## config.mk

```make
export PLATFORM = sky130hd
export DESIGN_NAME = crc32c_word_hash_flat
export DESIGN_NICKNAME = d
export VERILOG_FILES = /design/src/rtl/core/crcwh_pkg.sv /design/src/rtl/core/crcwh_req_if.sv /design/src/rtl/core/crcwh_rsp_if.sv /design/src/rtl/core/crc32c_word_hash.sv /design/src/flat_wrapper.sv
export SDC_FILE = /design/constraint.sdc
export NUM_CORES = 2
export LEC_CHECK = 0
export BUFFER_PORTS_ARGS = -buffer_cell sky130_fd_sc_hd__buf_2
export CAP_MARGIN = 20
export CORE_MARGIN = 4
export CORE_UTILIZATION = 50
export DETAILED_ROUTE_END_ITERATION = 8
export HOLD_SLACK_MARGIN = 0.05
export PLACE_DENSITY_LB_ADDON = 0.12
export SLEW_MARGIN = 5
export SYNTH_ARGS = -nofsm -noshare
export SYNTH_HDL_FRONTEND = slang
export SYNTH_SLANG_ARGS = --single-unit
```

## constraint.sdc

```tcl
create_clock -name clock -period 18.4 [get_ports clock]
set_input_delay 4.6 -clock clock [delete_from_list [all_inputs] [get_ports clock]]
set_output_delay 4.6 -clock clock [all_outputs]
set_load 0.005 [all_outputs]
```

## src/rtl/core/crcwh_pkg.sv

```systemverilog
// ----------------------------------------------------------------------------
// crcwh_pkg
// Shared types, constants and CRC-32C fold functions for the word hash.
// ----------------------------------------------------------------------------
package crcwh_pkg;

   localparam int unsigned WordWidth   = 32;
   localparam int unsigned CountWidth  = 3;
   localparam int unsigned LengthWidth = 64;
   localparam int unsigned WordBytes   = WordWidth / 8;
   localparam int unsigned LengthBytes = LengthWidth / 8;

   typedef logic [WordWidth-1:0]   word_type;
   typedef logic [CountWidth-1:0]  count_type;
   typedef logic [LengthWidth-1:0] length_type;

   localparam word_type  CrcPoly      = 32'h82f63b78;
   localparam word_type  HashMult     = 32'h805204f3;
   localparam count_type BytesPerWord = CountWidth'(WordBytes);

   // one reflected CRC-32C byte step, no inversion
   function automatic word_type fold_byte(word_type crc, logic [7:0] data_byte);
      word_type c;
      c = crc ^ {{(WordWidth-8){1'b0}}, data_byte};
      for (int k = 0; k < 8; k++) begin
         c = c[0] ? ((c >> 1) ^ CrcPoly) : (c >> 1);
      end
      return c;
   endfunction

   // four byte steps, low byte first
   function automatic word_type fold_word(word_type crc, word_type data_word);
      word_type c;
      c = crc;
      for (int k = 0; k < WordBytes; k++) begin
         c = fold_byte(c, data_word[8*k +: 8]);
      end
      return c;
   endfunction

   // eight byte steps over the message length, low byte first
   function automatic word_type fold_length(word_type crc, length_type len);
      word_type c;
      c = crc;
      for (int k = 0; k < LengthBytes; k++) begin
         c = fold_byte(c, len[8*k +: 8]);
      end
      return c;
   endfunction

endpackage

```

## src/rtl/core/crcwh_req_if.sv

```systemverilog
// ----------------------------------------------------------------------------
// crcwh_req_if
// Request channel: one message word per item, valid/ready handshake.
// ----------------------------------------------------------------------------
interface crcwh_req_if;
   import crcwh_pkg::*;

   logic      valid;
   logic      ready;
   word_type  data_word;
   count_type byte_count;
   logic      last;

   modport source (output valid, output data_word, output byte_count, output last,
                   input ready);
   modport sink   (input valid, input data_word, input byte_count, input last,
                   output ready);
endinterface

```

## src/rtl/core/crcwh_rsp_if.sv

```systemverilog
// ----------------------------------------------------------------------------
// crcwh_rsp_if
// Response channel: one finished hash per item, valid/ready handshake.
// ----------------------------------------------------------------------------
interface crcwh_rsp_if;
   import crcwh_pkg::*;

   logic     valid;
   logic     ready;
   word_type hash_value;

   modport source (output valid, output hash_value, input ready);
   modport sink   (input valid, input hash_value, output ready);
endinterface

```

## src/rtl/core/crc32c_word_hash.sv

```systemverilog
// Timing: a last word's hash passes the input, word fold, length fold and
//   multiply registers in turn, and is held while the response side stalls.
// Throughput: one word per cycle barring response stalls; the word CRC fold
//   and state update form the loop, with length fold and multiply after it.
// Reset: synchronous, clears seed, message state and all stage valid bits.
// ----------------------------------------------------------------------------
// crc32c_word_hash
// CRC-32C over little-endian words with length fold and multiply finish.
// ----------------------------------------------------------------------------
module crc32c_word_hash (
   input  logic                clock,
   input  logic                reset,
   crcwh_req_if.sink           req_if,
   crcwh_rsp_if.source         rsp_if,
   input  logic                csr_valid,
   output logic                csr_ready,
   input  crcwh_pkg::word_type csr_seed
);
   import crcwh_pkg::*;

   // configuration
   word_type   seed_ff, seed_in;

   // input stage
   logic       v0_ff, v0_in;
   word_type   word0_ff, word0_in;
   count_type  count0_ff, count0_in;
   logic       last0_ff, last0_in;

   // message state
   word_type   crc_ff, crc_in;
   length_type len_ff, len_in;
   logic       mid_ff, mid_in;

   // after word fold
   logic       v1_ff, v1_in;
   word_type   crc1_ff, crc1_in;
   length_type len1_ff, len1_in;

   // after length fold
   logic       v2_ff, v2_in;
   word_type   crc2_ff, crc2_in;

   // after multiply
   logic       v3_ff, v3_in;
   word_type   prod3_ff, prod3_in;

   logic       free0, free1, free2, free3;
   logic       accept, fire0, skip;
   count_type  count_eff;
   word_type   masked_word;
   word_type   crc_start, crc_word;
   length_type len_start, len_word;
   word_type   prod_low;

   assign free3  = !v3_ff || rsp_if.ready;
   assign free2  = !v2_ff || free3;
   assign free1  = !v1_ff || free2;
   assign free0  = !v0_ff || free1;
   assign accept = req_if.valid && free0;
   assign fire0  = v0_ff && free1;

   assign req_if.ready      = free0;
   assign csr_ready         = 1'b1;
   assign rsp_if.valid      = v3_ff;
   assign rsp_if.hash_value = prod3_ff ^ (prod3_ff >> 16);

   always_comb begin
      count_eff = (count0_ff > BytesPerWord) ? BytesPerWord : count0_ff;
      for (int k = 0; k < WordBytes; k++) begin
         masked_word[8*k +: 8] = (count_eff > CountWidth'(k)) ? word0_ff[8*k +: 8] : 8'd0;
      end
      crc_start = mid_ff ? crc_ff : seed_ff;
      len_start = mid_ff ? len_ff : '0;
      crc_word  = (count_eff != '0) ? fold_word(crc_start, masked_word) : crc_start;
      len_word  = len_start + LengthWidth'(count_eff);
      skip      = (count_eff == '0) && !last0_ff;
      prod_low  = crc2_ff * HashMult;
   end

   always_comb begin
      seed_in   = csr_valid ? csr_seed : seed_ff;

      v0_in     = free0 ? req_if.valid : v0_ff;
      word0_in  = accept ? req_if.data_word  : word0_ff;
      count0_in = accept ? req_if.byte_count : count0_ff;
      last0_in  = accept ? req_if.last       : last0_ff;

      crc_in = crc_ff;
      len_in = len_ff;
      mid_in = mid_ff;
      if (fire0 && !skip) begin
         if (last0_ff) begin
            crc_in = '0;
            len_in = '0;
            mid_in = 1'b0;
         end else begin
            crc_in = crc_word;
            len_in = len_word;
            mid_in = 1'b1;
         end
      end

      v1_in   = free1 ? (fire0 && last0_ff) : v1_ff;
      crc1_in = free1 ? crc_word : crc1_ff;
      len1_in = free1 ? len_word : len1_ff;

      v2_in   = free2 ? v1_ff : v2_ff;
      crc2_in = free2 ? fold_length(crc1_ff, len1_ff) : crc2_ff;

      v3_in    = free3 ? v2_ff : v3_ff;
      prod3_in = free3 ? prod_low : prod3_ff;
   end

   always_ff @(posedge clock) begin
      if (reset) begin
         seed_ff <= '0;
         v0_ff   <= 1'b0;
         crc_ff  <= '0;
         len_ff  <= '0;
         mid_ff  <= 1'b0;
         v1_ff   <= 1'b0;
         v2_ff   <= 1'b0;
         v3_ff   <= 1'b0;
      end else begin
         seed_ff <= seed_in;
         v0_ff   <= v0_in;
         crc_ff  <= crc_in;
         len_ff  <= len_in;
         mid_ff  <= mid_in;
         v1_ff   <= v1_in;
         v2_ff   <= v2_in;
         v3_ff   <= v3_in;
      end
   end

   always_ff @(posedge clock) begin
      word0_ff  <= word0_in;
      count0_ff <= count0_in;
      last0_ff  <= last0_in;
      crc1_ff   <= crc1_in;
      len1_ff   <= len1_in;
      crc2_ff   <= crc2_in;
      prod3_ff  <= prod3_in;
   end

endmodule

```

## src/flat_wrapper.sv

```systemverilog
// flat-port wrapper written by rule: the top's interface ports become plain ports
module crc32c_word_hash_flat import crcwh_pkg::*;
  (clock, reset, csr_valid, csr_ready, csr_seed, req_if_valid, req_if_data_word, req_if_byte_count, req_if_last, req_if_ready, rsp_if_valid, rsp_if_hash_value, rsp_if_ready);
  crcwh_req_if req_if_i ();
  crcwh_rsp_if rsp_if_i ();
  input  logic clock;
  input  logic reset;
  input  logic csr_valid;
  output logic csr_ready;
  input  crcwh_pkg::word_type csr_seed;
  input wire logic [$bits(req_if_i.valid)-1:0] req_if_valid;
  input wire logic [$bits(req_if_i.data_word)-1:0] req_if_data_word;
  input wire logic [$bits(req_if_i.byte_count)-1:0] req_if_byte_count;
  input wire logic [$bits(req_if_i.last)-1:0] req_if_last;
  output wire logic [$bits(req_if_i.ready)-1:0] req_if_ready;
  output wire logic [$bits(rsp_if_i.valid)-1:0] rsp_if_valid;
  output wire logic [$bits(rsp_if_i.hash_value)-1:0] rsp_if_hash_value;
  input wire logic [$bits(rsp_if_i.ready)-1:0] rsp_if_ready;
  assign req_if_i.valid = req_if_valid;
  assign req_if_i.data_word = req_if_data_word;
  assign req_if_i.byte_count = req_if_byte_count;
  assign req_if_i.last = req_if_last;
  assign req_if_ready = req_if_i.ready;
  assign rsp_if_valid = rsp_if_i.valid;
  assign rsp_if_hash_value = rsp_if_i.hash_value;
  assign rsp_if_i.ready = rsp_if_ready;
  crc32c_word_hash u_core (.clock(clock), .reset(reset), .req_if(req_if_i), .rsp_if(rsp_if_i), .csr_valid(csr_valid), .csr_ready(csr_ready), .csr_seed(csr_seed));
endmodule
```

; ---- Word-level counts from Yosys, hierarchy flattened
; Index checks and enable logic that the tools add are counted.
[word_totals]
input_bits = 73
output_inout_bits = 35
reg_bits = 329
[op_classes]
n_bitwise = 109
reduce_logical = 17
n_addsub = 1
order_cmp = 5
n_mux = 107
n_mul = 1
[ops]
columns = cell, count
row1 = $mux 32, 98
row2 = $not 16->17, 96
row3 = $xor 32x8->32, 12
row4 = $mux 64, 2
row5 = $add 64x3->64, 1
row6 = $mul 32x32->32 const B, 1
row7 = $mux 8, 4
row8 = $xor 32x16->32, 1
row9 = $mux 26, 1
row10 = $gt 3x1->1 const B, 2
row11 = $gt 3x2->1 const B, 2
row12 = $logic_not 1->1, 6
row13 = $logic_and 1x1->1, 5
row14 = $logic_or 1x1->1, 4
row15 = $gt 3x3->1 const B, 1
row16 = $logic_not 3->1, 1
row17 = $mux 3, 1
row18 = $reduce_bool 3->1, 1
row19 = $mux 1, 1

; ---- Depth between registers and ports, before layout
[logic_depth]
ltp_word = 136
depth_mapped = 37
mapped_depth_nobuf = 37

; ---- Least setup slack after synthesis
; Ideal clock, no wire load.
[synth_path]
path_type = input to output
startpoint = in rsp_if_ready
endpoint = out req_if_ready
cell_stages = 2
t_arrival_ps = 5025
setup_slack_ps = 8775
path_buffers = 0
cell_sequence = nor2b_1 > nand4_1
[synth_between]
elab_chain_len = 4
[synth_lines]
columns = item, line
row1 = start: declaration, flat_wrapper.sv:18  ; input wire logic [$bits(rsp_if_i.ready)-1:0] rsp_if_ready;
row2 = $logic_or 1x1->1, crc32c_word_hash.sv:56  ; assign free3 = !v3_ff || rsp_if.ready;
row3 = $logic_or 1x1->1, crc32c_word_hash.sv:57  ; assign free2 = !v2_ff || free3;
row4 = $logic_or 1x1->1, crc32c_word_hash.sv:58  ; assign free1 = !v1_ff || free2;
row5 = $logic_or 1x1->1, crc32c_word_hash.sv:59  ; assign free0 = !v0_ff || free1;
row6 = end: declaration, flat_wrapper.sv:15  ; output wire logic [$bits(req_if_i.ready)-1:0] req_if_ready;
; Every way passes these cells.

; ---- Final worst setup path
; Ends and elaborated chain as after synthesis.

==> out/qor.yml <==
pre_cts_ws_ns: 8.31
cts_setup_buffers: 0
finalCoreUtilization_pct: 54.9
cp-start-kind: "primary input"
worstSetupStartpoint: "rsp_if_ready"
synth_cell_type_count: 43
yosys.area_share.xor_xnor_pct: 38.4
maxCapViolCount: 0
skew_ns: 0.0153
root_buffer: "clkbuf_16"
reg2reg_from: "u_core.crc1_ff[6]"
clock_latency_ns: 0.59
netlist_instances: 2913
synth_nets: 3323
clock_path_buffers: 3
via_per_inst: 5.05
fillers: 5408
synth_seq_cells: 329
synthAdderAreaFrac_pct: 17.1
ant_nets: 0
io-pin-count: 108
grt_pass1_wl_mm: 120
setup_tns_ns: 0
wl_per_cell_um: 19.5
gp_congestion: 0.899
die_x_um: 257
drt_iter0_markers: 1090
r2r_setup_slack_ns: 8.89
area_growth_pct: 8.84
route.detailed.drc: 0
ctsResizeCount: 0
globalRouteMet1Util_pct: 30.9
yosys-mux-area-fraction_pct: 2.13
routed_wl_mm: 75.3
synth_edf_count: 196
synth_top_family_by_area: "XOR/XNOR gates"
synth_flop_cell: "edfxtp_1"
start_util_pct: 50.4
die_area_um2: 66200
drive_gt1_share_pct: 9.65
cts_tree: "yes"
hold_path.class: "register to register"
synth.cell_area_um2: 31100
portBuffers: 106
min_from: "u_core.seed_ff[27]"
worstPathArrival_ns: 5.47
final_common_cell: "xnor2_1"
detail_route.first_pass.iterations: 5
grt-ovfl-total: 0
min_period_over_period_pct: 54.7
dp_hpwl_mm: 59.9
min_period_ns: 10.07
busiest_layer: "met2"
finalSetupViolCount: 0
crit_required_ns: 13.80
hold_viol: 0
dr_total_vias: 19500
layout_setup_ws_ns: 8.33
ys_warn_count: 0
clkTransAtPathRegs_ns: 0.06
nets: 3405
postCtsHoldBufs: 0
synth_seq_area_share_pct: 27.5
critPathKind: "primary input to output pin"
worst_slew_pin_slew_ns: 1.07
chipHeight_um: 257
core_um2: 61600
synth_simple_gate_area_share_pct: 5.38
hold_end: "u_core.seed_ff[27]"
cts_buffers: 39
async_flop_share_pct: 0
use_met3_pct: 3.35
endpoint_kind: "output pin"
antenna_cells: 0
clkSinkCount: 329
synth_compound_area_share_pct: 4.47
maxSlewHeadroom_pct: 28.5
cts_htree_levels: 2
outcome: "finished, final reports clean"
fmax_ghz: 0.0994
met2_usage_pct: 39.6
rows: 91
syn_avg_cell_area_um2: 10.7
grt_start_max_net_pins: 97
reg2reg_to: "u_core.crc2_ff[2]"
grt.total_usage_pct: 23.0
path_max_fanout: 6
grt_pass1_vias: 20600
holdPathStages: 2
antenna_found_initial: 1
reg2reg_depth: 27
rsz0062_at_grt: "false"
final_cell_mix: "831 x xnor2_1, 303 x inv_1, 243 x xor2_1"
slew_violations: 0
## registers in the layout (all words and copies together), names as in the netlist, 3 cells and up
register          count
u_core.seed_ff       32
u_core.crc_ff        32
u_core.len_ff        64
u_core.len1_ff       64
u_core.crc1_ff       32
u_core.prod3_ff      32
u_core.word0_ff      32
u_core.crc2_ff       32
u_core.count0_ff      3
## final cells by class
| class | count | area [µm²] | share of cell area (%) |
|---|---|---|---|
| clock buffer | 56 | 1140 | 3.37 |
| sequential | 329 | 8550 | 25.3 |
| inverter | 303 | 1140 | 3.37 |
| multi-input combinational | 2195 | 21000 | 62.2 |
| timing repair buffer | 127 | 731 | 2.16 |
| clock inverter | 15 | 173 | 0.511 |
| tap | 837 | 1050 | 3.10 |
## worst max-delay path, cell delays in order
cell,delay [ns]
buf_2,0.10
nor2b_1,0.38
nand4_1,0.22
buf_2,0.17
## logic make-up (layout without fill, tap and decap cells)
group	count (synthesis)	in the layout
adders and majority gates	337	337
buffers and inverters	389	501
DFF	329	329
muxes	66	66
other	1	1
xor gates and xnor gates	1205	1205
AOI/OAI and AO/OA	210	210
and+or+nand+nor	376	376
## per-stage QoR
stage	area, µm²	hold WS (ns)	instances
5_1_grt	33800	0.521	3862
2_1_floorplan	31100	0.445	2913
3_5_place_dp	32400	0.482	3788
3_3_place_gp	32400	0.472	3788
4_1_cts	33700	0.496	3859
6_report	33800	0.492	3862
## cells in the mapped netlist, drive strengths merged, types with 27 or more instances
master / n / area, µm²
clkbuf: 59 / 221
nand2: 104 / 390
dfxtp: 133 / 2660
a22oi: 96 / 721
xnor3: 31 / 702
inv: 303 / 1140
xnor2: 905 / 8590
and2: 36 / 225
nor2: 165 / 619
o21ai: 27 / 135
buf: 27 / 169
fa: 146 / 2920
ha: 191 / 2390
xor2: 262 / 2480
mux2i: 66 / 661
edfxtp: 196 / 5890
a21oi: 48 / 240
## worst max-delay path by stage
stage | to | cells after the start | slack (ns)
after floorplan | req_if_ready | 2 | 8.78
after global placement | req_if_ready | 4 | 8.39
after global routing | u_core.crc_ff[3] | 25 | 8.10
after detailed placement | req_if_ready | 4 | 8.31
after CTS | req_if_ready | 4 | 8.32
final | req_if_ready | 4 | 8.33
## per-layer routing
metal	part of all wire, %	routed length [µm]
met5	0.017	13
met4	2.2	1690
met3	3.9	2950
met2	49	36900
met1	45	33800
Power is left out: the tool's default activity adds up to more than one toggle a clock period on the data nets, which glitch-free logic cannot reach.
